[src/hdl/srpu_pkg.sv]
// Shared types, constants and helpers for the sparse row pattern union block.
`default_nettype none
package srpu_pkg;

   localparam int MaxColumns = 64;
   localparam int ColW       = 6;
   localparam int LimitW     = 7;
   localparam int CountW     = 24;
   localparam int QDepth     = 4;
   localparam int QPtrW      = $clog2(QDepth);
   localparam int QCntW      = $clog2(QDepth + 1);

   localparam logic [CountW-1:0] CountMax      = {CountW{1'b1}};
   localparam logic [LimitW-1:0] ColumnsReset  = LimitW'(64);
   localparam logic [LimitW-1:0] ColumnsCap    = LimitW'(MaxColumns);

   typedef struct packed {
      logic [ColW-1:0] col;
      logic            mark;
      logic            drop;
      logic            row_end;
   } srpu_item_type;

   typedef enum logic [0:0] {
      SRPU_IDLE,
      SRPU_EMIT
   } srpu_state_type;

   function automatic logic [CountW-1:0] sat_inc(input logic [CountW-1:0] v);
      return (v == CountMax) ? v : v + 1'b1;
   endfunction

endpackage
`default_nettype wire

[src/hdl/sparse_row_pattern_union.sv]
// A row-end word is written into the queue, popped in the idle state, and then scanned into the result register.
// Throughput: one marking word per cycle into the queue while it is not full; a row end then
// starts the bitmap scan: one result per marked column, per cycle while rsp_stall is low.
// A four-word queue between front and back lets input keep flowing during that scan until it fills.
// Reset: synchronous, active high; clears bitmap, counters, drop flag and queue;
// the column limit register returns to 64.
`default_nettype none
module sparse_row_pattern_union
   import srpu_pkg::*;
(
   input  wire logic              clock,
   input  wire logic              reset,
   input  wire logic              csr_write_enable,
   input  wire logic [LimitW-1:0] csr_write_data,
   input  wire logic              req_valid,
   output logic                   req_stall,
   input  wire logic [ColW-1:0]   req_column_index,
   input  wire logic              req_column_present,
   input  wire logic              req_row_end,
   output logic                   rsp_valid,
   input  wire logic              rsp_stall,
   output logic [ColW-1:0]        rsp_union_column,
   output logic                   rsp_entry_valid,
   output logic                   rsp_last_of_row,
   output logic [CountW-1:0]      rsp_nonzero_total,
   output logic [CountW-1:0]      rsp_row_number,
   output logic                   rsp_index_dropped
);

   logic          q_valid, q_pop;
   srpu_item_type q_item;

   srpu_front u_front (
      .clock              (clock),
      .reset              (reset),
      .csr_write_enable   (csr_write_enable),
      .csr_write_data     (csr_write_data),
      .req_valid          (req_valid),
      .req_stall          (req_stall),
      .req_column_index   (req_column_index),
      .req_column_present (req_column_present),
      .req_row_end        (req_row_end),
      .q_valid            (q_valid),
      .q_item             (q_item),
      .q_pop              (q_pop)
   );

   srpu_back u_back (
      .clock             (clock),
      .reset             (reset),
      .q_valid           (q_valid),
      .q_item            (q_item),
      .q_pop             (q_pop),
      .rsp_valid         (rsp_valid),
      .rsp_stall         (rsp_stall),
      .rsp_union_column  (rsp_union_column),
      .rsp_entry_valid   (rsp_entry_valid),
      .rsp_last_of_row   (rsp_last_of_row),
      .rsp_nonzero_total (rsp_nonzero_total),
      .rsp_row_number    (rsp_row_number),
      .rsp_index_dropped (rsp_index_dropped)
   );

endmodule
`default_nettype wire

[src/hdl/srpu_front.sv]
// Front part: column limit register, word classification and the item queue.
`default_nettype none
module srpu_front
   import srpu_pkg::*;
(
   input  wire logic              clock,
   input  wire logic              reset,
   input  wire logic              csr_write_enable,
   input  wire logic [LimitW-1:0] csr_write_data,
   input  wire logic              req_valid,
   output logic                   req_stall,
   input  wire logic [ColW-1:0]   req_column_index,
   input  wire logic              req_column_present,
   input  wire logic              req_row_end,
   output logic                   q_valid,
   output srpu_item_type          q_item,
   input  wire logic              q_pop
);

   logic [LimitW-1:0] columns_ff, columns_in;
   logic [QPtrW-1:0]  wr_ptr_ff, wr_ptr_in, rd_ptr_ff, rd_ptr_in;
   logic [QCntW-1:0]  count_ff, count_in;
   srpu_item_type     queue_ff [QDepth];
   srpu_item_type     item;
   logic [LimitW-1:0] limit;
   logic              in_range;
   logic              accept;

   assign limit    = (columns_ff > ColumnsCap) ? ColumnsCap : columns_ff;
   assign in_range = {1'b0, req_column_index} < limit;

   always_comb begin
      item.col     = req_column_index;
      item.mark    = req_column_present & in_range;
      item.drop    = req_column_present & ~in_range;
      item.row_end = req_row_end;
   end

   assign req_stall = (count_ff == QCntW'(QDepth));
   assign accept    = req_valid & ~req_stall;
   assign q_valid   = (count_ff != '0);
   assign q_item    = queue_ff[rd_ptr_ff];

   assign columns_in = csr_write_enable ? csr_write_data : columns_ff;
   assign wr_ptr_in  = accept ? wr_ptr_ff + 1'b1 : wr_ptr_ff;
   assign rd_ptr_in  = q_pop ? rd_ptr_ff + 1'b1 : rd_ptr_ff;
   assign count_in   = count_ff + QCntW'(accept) - QCntW'(q_pop);

   always_ff @(posedge clock) begin
      if (reset) begin
         columns_ff <= ColumnsReset;
         wr_ptr_ff  <= '0;
         rd_ptr_ff  <= '0;
         count_ff   <= '0;
      end else begin
         columns_ff <= columns_in;
         wr_ptr_ff  <= wr_ptr_in;
         rd_ptr_ff  <= rd_ptr_in;
         count_ff   <= count_in;
      end
   end

   always_ff @(posedge clock) begin
      if (accept) begin
         queue_ff[wr_ptr_ff] <= item;
      end
   end

   a_pop_nonempty: assert property (@(posedge clock) disable iff (reset)
      q_pop |-> count_ff != '0)
      else $error("pop from empty queue");

   a_full_no_write: assert property (@(posedge clock) disable iff (reset)
      (count_ff == QCntW'(QDepth)) && !q_pop |=> count_ff == QCntW'(QDepth))
      else $error("full queue changed level without a pop");

   a_count_step: assert property (@(posedge clock) disable iff (reset)
      accept && !q_pop |=> count_ff == $past(count_ff) + 1'b1)
      else $error("queue level did not rise on write");

endmodule
`default_nettype wire

[src/hdl/srpu_back.sv]
// Back part: column bitmap, ascending scan, counters and the result register.
`default_nettype none
module srpu_back
   import srpu_pkg::*;
(
   input  wire logic              clock,
   input  wire logic              reset,
   input  wire logic              q_valid,
   input  wire srpu_item_type     q_item,
   output logic                   q_pop,
   output logic                   rsp_valid,
   input  wire logic              rsp_stall,
   output logic [ColW-1:0]        rsp_union_column,
   output logic                   rsp_entry_valid,
   output logic                   rsp_last_of_row,
   output logic [CountW-1:0]      rsp_nonzero_total,
   output logic [CountW-1:0]      rsp_row_number,
   output logic                   rsp_index_dropped
);

   srpu_state_type         state_ff, state_in;
   logic [MaxColumns-1:0]  marks_ff, marks_in;
   logic [CountW-1:0]      entries_ff, entries_in, rows_ff, rows_in;
   logic                   dropped_ff, dropped_in;
   logic                   rsp_valid_ff, rsp_valid_in;
   logic [ColW-1:0]        rsp_col_ff, rsp_col_in;
   logic                   rsp_entry_ff, rsp_entry_in;
   logic                   rsp_last_ff, rsp_last_in;
   logic [CountW-1:0]      rsp_total_ff, rsp_total_in;
   logic [CountW-1:0]      rsp_row_ff, rsp_row_in;
   logic                   rsp_drop_ff, rsp_drop_in;

   logic                   out_free, emit, marks_empty, last;
   logic [MaxColumns-1:0]  set_mask, remaining;
   logic [ColW-1:0]        low_idx;

   assign out_free    = ~rsp_valid_ff | ~rsp_stall;
   assign marks_empty = (marks_ff == '0);
   assign remaining   = marks_ff & (marks_ff - 1'b1);
   assign last        = marks_empty | (remaining == '0);

   always_comb begin
      low_idx = '0;
      for (int i = MaxColumns - 1; i >= 0; i--) begin
         if (marks_ff[i]) low_idx = ColW'(i);
      end
   end

   always_comb begin
      set_mask = '0;
      for (int i = 0; i < MaxColumns; i++) begin
         set_mask[i] = q_item.mark & (q_item.col == ColW'(i));
      end
   end

   // next state
   always_comb begin
      state_in = state_ff;
      case (state_ff)
         SRPU_IDLE: begin
            if (q_valid && q_item.row_end) state_in = SRPU_EMIT;
         end
         SRPU_EMIT: begin
            if (out_free && last) state_in = SRPU_IDLE;
         end
         default: state_in = SRPU_IDLE;
      endcase
   end

   // control outputs
   always_comb begin
      q_pop = 1'b0;
      emit  = 1'b0;
      case (state_ff)
         SRPU_IDLE: q_pop = q_valid;
         SRPU_EMIT: emit  = out_free;
         default: begin
            q_pop = 1'b0;
            emit  = 1'b0;
         end
      endcase
   end

   always_comb begin
      marks_in     = marks_ff;
      entries_in   = entries_ff;
      rows_in      = rows_ff;
      dropped_in   = dropped_ff;
      rsp_valid_in = out_free ? emit : rsp_valid_ff;
      rsp_col_in   = rsp_col_ff;
      rsp_entry_in = rsp_entry_ff;
      rsp_last_in  = rsp_last_ff;
      rsp_total_in = rsp_total_ff;
      rsp_row_in   = rsp_row_ff;
      rsp_drop_in  = rsp_drop_ff;
      if (q_pop) begin
         marks_in   = marks_ff | set_mask;
         dropped_in = dropped_ff | q_item.drop;
      end
      if (emit) begin
         rsp_row_in  = rows_ff;
         rsp_drop_in = dropped_ff;
         rsp_last_in = last;
         if (last) rows_in = sat_inc(rows_ff);
         if (marks_empty) begin
            rsp_col_in   = '0;
            rsp_entry_in = 1'b0;
            rsp_total_in = entries_ff;
         end else begin
            marks_in     = remaining;
            entries_in   = sat_inc(entries_ff);
            rsp_col_in   = low_idx;
            rsp_entry_in = 1'b1;
            rsp_total_in = sat_inc(entries_ff);
         end
      end
   end

   always_ff @(posedge clock) begin
      if (reset) begin
         state_ff     <= SRPU_IDLE;
         marks_ff     <= '0;
         entries_ff   <= '0;
         rows_ff      <= '0;
         dropped_ff   <= 1'b0;
         rsp_valid_ff <= 1'b0;
      end else begin
         state_ff     <= state_in;
         marks_ff     <= marks_in;
         entries_ff   <= entries_in;
         rows_ff      <= rows_in;
         dropped_ff   <= dropped_in;
         rsp_valid_ff <= rsp_valid_in;
      end
   end

   always_ff @(posedge clock) begin
      rsp_col_ff   <= rsp_col_in;
      rsp_entry_ff <= rsp_entry_in;
      rsp_last_ff  <= rsp_last_in;
      rsp_total_ff <= rsp_total_in;
      rsp_row_ff   <= rsp_row_in;
      rsp_drop_ff  <= rsp_drop_in;
   end

   assign rsp_valid         = rsp_valid_ff;
   assign rsp_union_column  = rsp_col_ff;
   assign rsp_entry_valid   = rsp_entry_ff;
   assign rsp_last_of_row   = rsp_last_ff;
   assign rsp_nonzero_total = rsp_total_ff;
   assign rsp_row_number    = rsp_row_ff;
   assign rsp_index_dropped = rsp_drop_ff;

   a_row_close: assert property (@(posedge clock) disable iff (reset)
      emit && last |=> state_ff == SRPU_IDLE && marks_ff == '0)
      else $error("row closed with marks left");

   a_one_bit_per_word: assert property (@(posedge clock) disable iff (reset)
      emit && !marks_empty |=>
         $countones(marks_ff) == $countones($past(marks_ff)) - 1)
      else $error("scan did not clear exactly one mark");

   a_marker_only_empty: assert property (@(posedge clock) disable iff (reset)
      emit && marks_empty |=> rsp_valid_ff && !rsp_entry_ff && rsp_last_ff)
      else $error("empty row marker malformed");

   a_no_pop_in_emit: assert property (@(posedge clock) disable iff (reset)
      state_ff == SRPU_EMIT |-> !q_pop && dropped_in == dropped_ff)
      else $error("queue popped while emitting");

endmodule
`default_nettype wire
[config.mk]
export PLATFORM = sky130hd
export DESIGN_NAME = sparse_row_pattern_union
export DESIGN_NICKNAME = d
export VERILOG_FILES = /design/src/hdl/srpu_pkg.sv /design/src/hdl/sparse_row_pattern_union.sv /design/src/hdl/srpu_front.sv /design/src/hdl/srpu_back.sv
export SDC_FILE = /design/constraint.sdc
export NUM_CORES = 1
export LEC_CHECK = 0
export BUFFER_PORTS_ARGS = -buffer_cell sky130_fd_sc_hd__buf_2
export CORE_ASPECT_RATIO = 0.9
export CORE_MARGIN = 10
export CORE_UTILIZATION = 40
export DETAILED_ROUTE_END_ITERATION = 12
export HOLD_SLACK_MARGIN = 0.08
export PLACE_DENSITY_LB_ADDON = 0.1
export SLEW_MARGIN = 25
export SYNTH_ARGS = -nofsm -noshare
export SYNTH_HDL_FRONTEND = slang
export SYNTH_HIERARCHICAL = 1
export SYNTH_SLANG_ARGS = --single-unit
[constraint.sdc]
create_clock -name clock -period 3 [get_ports clock]
set_input_delay 0.45 -clock clock [delete_from_list [all_inputs] [get_ports clock]]
set_output_delay 0.45 -clock clock [all_outputs]
set_load 0.005 [all_outputs]
==> run_results.csv, run 1 <==
group,metric,value,unit
clock_tree,htreeDepth,1,
synth,synth_top_area_cell,"edfxtp_1",
routing,drc,0,
routing,dr.first_iter.drc_count,771,
place,hpwl,25.3,mm
synth,mappedNetlistNets,1219,
synth,synth_top_family_by_area,"simple AND/OR/NAND/NOR gates",
final_layout,nets,1483,
status,violations,"negative setup slack",
setup_path,start_kind,"register",
setup_path,required,3.47,ns
setup_path,crit_type,"reg -> reg",
timing,whs,0.115,ns
setup_path,critPathBufInv,4,
place,place_inst,1764,
timing,period_share,114,%
grt,grt_pass1_wl,55.2,mm
die,die_area,35200,µm²
synth,synth-simple-area-share,22.9,%
synth,synth_compound_area_share,16.4,%
setup_path,slowest_delay,0.56,ns
clock_tree,cts.reportedPaths.clkPinSlew,0.06,ns
synth,synth_common_cells,"nor2_1, dfxtp_1, a21oi_1",
synth,synth_edf_count,93,
timing,slew_viol_final,0,
routing,wl_per_cell,19.2,µm
final_layout,fin_cells,1828,
power,total_power,11.2,mW
synth,synth_warnings,6,
timing,finalSetupTns,-7.81,ns
synth,synthMuxAreaShare,3.12,%
timing,timing.slew.headroom,48.8,%
clock_tree,clock-root-buffer,"clkbuf_16",
timing,rsz0062_at_grt,"true",
setup_path,arrival,3.90,ns
place,postPlaceCellArea,13500,µm²
setup_path,worstPathMaxFanout,6,
grt,grt_start_max_net_pins,88,
final_layout,drive_gt1_share,31.6,%
synth,synthArstFlopShare,0,%
timing,hold_viol_final,0,
synth,yosysTopAreaCellShare,24.8,%
timing,fin_skew,0.0147,ns
synth,synthesis.area,11200,µm²
clock_tree,cts_tree,"built",
setup_path,endpoint_kind,"register",
routing,viasPerCell,5.53,
die,die_w,197,µm
die,start_util,40.4,%
synth,yosysSeqAreaShare,48.2,%
routing,drt-pass1-iter-count,6,
synth,synthTopCellsByArea,"edfxtp_1, dfxtp_1, nor2_1, a21oi_1, nand2_1",
routing,drt-total-wl,35.2,mm
grt,grt_pass1_vias,9947,
grt,grt_usage,19.6,%
synth,synthCells,1185,
timing,period_needed,3.43,ns
die,rows,58,
status,status,"finished, violations left",
power,peakVddDrop,0.000417,V
synth,synth_adder_area_share,1.71,%
die,die-height,179,µm
final_layout,syn2layout_area_growth,33.1,%
die,coreArea,27800,µm²
synth,synthFlopType,"dfxtp_1",
synth,synthDistinctLibCells,75,
timing,worstMarginPinSlew,0.758,ns
clock_tree,clk_latency,0.54,ns
final_layout,antennaDiodeCount,0,
job,maxCapViolCount,0,
routing,vias,10100,
setup_path,critical_path.top_delay_family,"simple AND/OR/NAND/NOR gates",
synth,synth_xor_area_share,3.51,%
setup_path,slowest_stage,"or4_4",
setup_path,crit_path_cell_trace,"buf_6 > or4_4 > nor4_4 > buf_4 > nand4_1 > o31ai_2 > o21ai_1 > nor4_2 > buf_4 > nand4b_1 > buf_6 > or3_4 > a21oi_2",
clock_tree,cts_buffer_depth,3,
final_layout,final_cell_area,15000,µm²
clock_tree,numClockSinks,224,
place,gp_congestion,1.02,
place,io_buffers,78,
power,leakagePower,5.97,nW
die,io_pins,79,
synth,synth_most_common_cell,"nor2_1",
grt,overflow,0,
synth,synth-seq-cells,224,
grt,grt_antenna_before_repair,0,
synth,avgSynthCellArea,9.49,µm²
routing,ant_nets,0,
timing,setup_violations,24,
clock_tree,cts_buffers,25,
timing,max_freq,292,MHz
timing,layout_setup_ws,-0.428,ns
hold_path,hp-class,"in -> reg",
power,powerDensity,751,nW/µm²
==> placed cells by master (no fill, tap or decap), drive strengths merged, types with 5 or more instances in the layout <==
cell / netlist / layout
mux4: 9 / 9
ha: 13 / 13
xnor2: 24 / 24
buf: 21 / 310
clkbuf: 53 / 36
dfxtp: 131 / 131
a22oi: 14 / 14
o21ai: 66 / 66
or3: 25 / 25
mux2i: 8 / 8
a31oi: 10 / 10
nand2b: 15 / 15
xor2: 21 / 21
a31o: 8 / 8
and4: 13 / 13
and3: 9 / 9
nor2: 145 / 145
o41ai: 17 / 17
mux2: 6 / 6
o31ai: 22 / 22
inv: 36 / 37
clkinv: 0 / 5
a211oi: 5 / 5
edfxtp: 93 / 93
nor4: 40 / 40
nor2b: 11 / 11
or4: 7 / 7
and2: 7 / 7
or2: 5 / 5
nand4: 36 / 36
nand3: 29 / 29
nor3: 29 / 29
o211ai: 5 / 5
nand2: 92 / 92
a21oi: 108 / 108
==> cell families after synthesis <==
group                      Yosys count
and+or+nand+nor                    476
AOI/OAI and AO/OA                  292
DFF                                224
buffers and inverters              110
xor gates and xnor gates            45
muxes                               23
adders and majority gates           15
==> layout make-up <==
type | count | area [µm²]
Clock buffer | 35 | 683
Clock inverter | 11 | 144
Fill cell | 2521 | 12800
Inverter | 36 | 136
Multi-Input combinational cell | 851 | 5860
Sequential cell | 224 | 5420
Tap cell | 360 | 450
Timing Repair Buffer | 311 | 2260
==> timing repair <==
action,4_1_cts,5_1_grt
resized for setup,43,53
setup endpoints to repair,26,31
cloned,2,1
setup buffers,11,5
hold buffers,0,0
pin swaps,17,24
endpoints found under the hold margin,0,0
==> flip-flops by register name (all words and copies together) (netlist names), named ones only <==
signal / cells
u_back/rsp_entry_valid: 1
u_back/rows_ff: 24
u_back/rsp_union_column: 6
u_front/queue_ff: 36
u_back/state_ff: 1
u_front/wr_ptr_ff: 2
u_back/rsp_nonzero_total: 24
u_front/rd_ptr_ff: 2
u_front/count_ff: 3
u_back/dropped_ff: 1
u_back/rsp_valid: 1
u_front/columns_ff: 7
u_back/rsp_last_of_row: 1
u_back/rsp_index_dropped: 1
u_back/entries_ff: 24
u_back/marks_ff: 64
u_back/rsp_row_number: 24
==> metal layers <==
metal | global-route usage [%] | up-vias | share of wire [%]
met2 | 30.7 | 259 | 45
met3 | 3.44 | 58 | 5.5
met1 | 27.2 | 4844 | 47
met4 | 5.58 | 0 | 2.5
li1 | - | 4945 | -
met5 | 0 | - | 0
==> per-stage QoR <==
step | worst slack [ns] | utilization [%]
finish | -0.428 | 53.8
global route | -0.579 | 53.8
CTS | -0.372 | 52.9
detailed placement | -0.491 | 48.7
global placement | -0.498 | 48.7
floorplan | -0.0355 | -
==> final timing paths <==
path | from | slack, ns | cells past startpoint | endpoint
hold reg to reg | u_back/dropped_ff | 0.45 | 0 | u_back/rsp_index_dropped
hold / removal | csr_write_data[6] | 0.11 | 2 | u_front/columns_ff[6]
setup reg to reg | u_back/marks_ff[37] | -0.43 | 13 | u_back/rows_ff[9]
setup / recovery | u_back/marks_ff[37] | -0.43 | 13 | u_back/rows_ff[9]
==> power by group <==
part	internal [mW]	total (mW)	switching, mW
Combinational	2.01	4.48	2.47
Clock	1.85	3.12	1.26
Sequential	3.49	3.64	0.145
Total	7.36	11.2	3.88
No activity file was read; power rests on OpenSTA's default activity.
==> run 2: changes to the inputs <==
REMOVE_ABC_BUFFERS = 1   (was not set)
==> run 2 against run 1 <==
Net effect:
- the run still ends with negative setup slack left
- clock power shrank 5%
- total power decreased by 1.3%
- critical path depth is the same
- setup slack worse by 0.045 ns
- largest power group unchanged
- wire length is 0.27% higher
- cell count rose by 0.98%
- global-route usage about the same
- count of clock-buffer cells in the layout down 4
- combinational power is essentially flat
- fmax decreased by 1.3%
- sequential cell count did not move
- largest cell class unchanged
- register-to-register slack lost 0.04 ns
==> run_results.csv, run 2 (synthesis gave the netlist of run 1 again) <==
group,metric,value,unit
setup_path,worstPathMaxFanout,8,
timing,rsz0062_at_grt,"true",
clock_tree,clock-root-buffer,"clkbuf_16",
routing,drt-total-wl,35.3,mm
power,clockPowerShare,26.6,%
setup_path,crit_type,"reg -> reg",
timing,max_freq,288,MHz
setup_path,start_kind,"register",
power,power_frac_comb,40.7,%
grt,overflow,0,
clock_tree,clk_latency,0.54,ns
place,place_inst,1781,
clock_tree,cts.reportedPaths.clkPinSlew,0.06,ns
status,status,"finished, violations left",
final_layout,fin_cells,1846,
timing,hold_viol_final,0,
grt,grt_pass1_vias,9998,
clock_tree,cts_tree,"built",
power,swShare,34.9,%
status,violations,"negative setup slack",
routing,dr.first_iter.drc_count,854,
routing,wl_per_cell,19.1,µm
timing,fin_skew,0.0174,ns
grt,grt_antenna_before_repair,0,
power,switching_power,3.87,mW
power,pwr-share-seq,32.7,%
grt,grt_start_max_net_pins,56,
clock_tree,cts_buffers,25,
job,maxCapViolCount,0,
hold_path,hp-class,"in -> reg",
timing,setup_violations,24,
routing,drc,0,
place,hpwl,25.4,mm
die,die_w,197,µm
die,io_pins,79,
hold_path,min_from,"csr_write_data[6]",
final_layout,fin_util,54.0,%
final_layout,nets,1501,
final_layout,final_common_cell,"buf_4",
setup_path,r2r-start,"u_back/marks_ff[16]",
place,gp_congestion,1.00,
routing,ant_nets,0,
grt,grt_usage,19.6,%
setup_path,endpoint_kind,"register",
setup_path,arrival,3.91,ns
final_layout,syn2layout_area_growth,33.6,%
setup_path,critPathLaunch,"u_back/marks_ff[16]",
clock_tree,numClockSinks,224,
final_layout,largest_reg_flops,64,
timing,period_needed,3.47,ns
die,die_area,35200,µm²
die,rows,58,
final_layout,fill_cells,2566,
setup_path,required,3.43,ns
timing,slew_viol_final,0,
final_layout,reg_top3,"u_back/marks_ff (64), u_front/queue_ff (36)",
power,total_power,11.1,mW
place,io_buffers,78,
grt,grt_pass1_wl,55.6,mm
timing,timing.slew.headroom,49.9,%
power,leakagePower,6.01,nW
final_layout,antennaDiodeCount,0,
power,peakVddDrop,0.000394,V
clock_tree,hold_buffers,0,
power,p_int,7.22,mW
clock_tree,htreeDepth,1,
power,powerDensity,739,nW/µm²
routing,viasPerCell,5.59,
final_layout,final_cell_area,15000,µm²
final_layout,final_cell_mix,"buf_4, nor2_1, dfxtp_1, a21oi_1, edfxtp_1",
routing,drt-pass1-iter-count,5,
place,postPlaceCellArea,13500,µm²
clock_tree,cts_buffer_depth,3,
die,die-height,179,µm
timing,worstMarginPinSlew,0.751,ns
routing,vias,10300,
final_layout,drive_gt1_share,32.4,%
timing,layout_setup_ws,-0.473,ns
final_layout,top_register,"u_back/marks_ff",
die,start_util,40.4,%
timing,finalSetupTns,-9.81,ns
die,coreArea,27800,µm²
timing,period_share,116,%
==> run 2: cell count changes in the layout (fill, tap and decap cells not counted), moves of 3 or more <==
cell and delta:
buf_4 +15, buf_6 +5, clkinv_1 +4, clkinv_2 +5, nor4_1 +3, nor4_2 +3
nor4_4 -6, o21ai_0 -4, o21ai_2 +4
==> run 2: metal layers <==
layer / wire length, µm / part of all wire, % / global-route usage, %
met5: 0 / 0 / 0
met4: 1140 / 3.2 / 6.88
met2: 15000 / 43 / 29.2
met1: 16600 / 47 / 27.8
met3: 2490 / 7.1 / 3.48
==> run 2: worst paths after layout <==
check                                  end  cells after the start  slack [ns]
setup / recovery        u_back/rows_ff[22]                     13       -0.47
hold / removal       u_front/columns_ff[6]                      2        0.11
setup reg to reg        u_back/rows_ff[22]                     13       -0.47
hold reg to reg   u_back/rsp_index_dropped                      0        0.44
==> run 2: layout make-up <==
class	count	area, µm²	share of cell area (%)
tap	360	450	3.00
multi-input combinational	851	5840	38.9
sequential	224	5420	36.1
clock inverter	15	133	0.883
timing repair buffer	329	2390	15.9
clock buffer	31	648	4.32
inverter	36	136	0.908
==> run 2: what timing repair did <==
item / CTS / global route
setup endpoints to repair: 26 / 35
pin swaps: 14 / 44
gates resized for setup: 52 / 70
setup buffers: 7 / 14
endpoints found under the hold margin: 0 / 0
gates cloned: 2 / 0
==> run 2: per-stage QoR <==
step	setup WS, ns	hold WS [ns]
after floorplan	-2.09	0.409
after global placement	-0.584	0.417
after detailed placement	-0.563	0.427
after CTS	-0.407	0.0800
after global routing	-0.630	0.110
final	-0.473	0.109
==> run 2: worst max-delay path, cell delays in order, from the launching register on <==
cell,delay [ns]
dfxtp_2,0.32
or4_4,0.54
buf_4,0.15
buf_6,0.10
or4_4,0.42
o22ai_4,0.13
o211ai_1,0.12
nor4_2,0.22
buf_4,0.17
nand4b_1,0.19
nor4_4,0.34
buf_6,0.19
nand4_1,0.13
mux2_4,0.32
==> run 2: power by group through the flow <==
stage                     registers (mW)  logic [mW]  clock network, mW
after floorplan                     3.73        1.75                  0
after global placement              3.69        3.95                  0
after detailed placement            3.69        3.94                  0
after CTS                           3.63        4.20               3.05
after global routing                3.66        4.85               3.16
final                               3.63        4.51               2.95
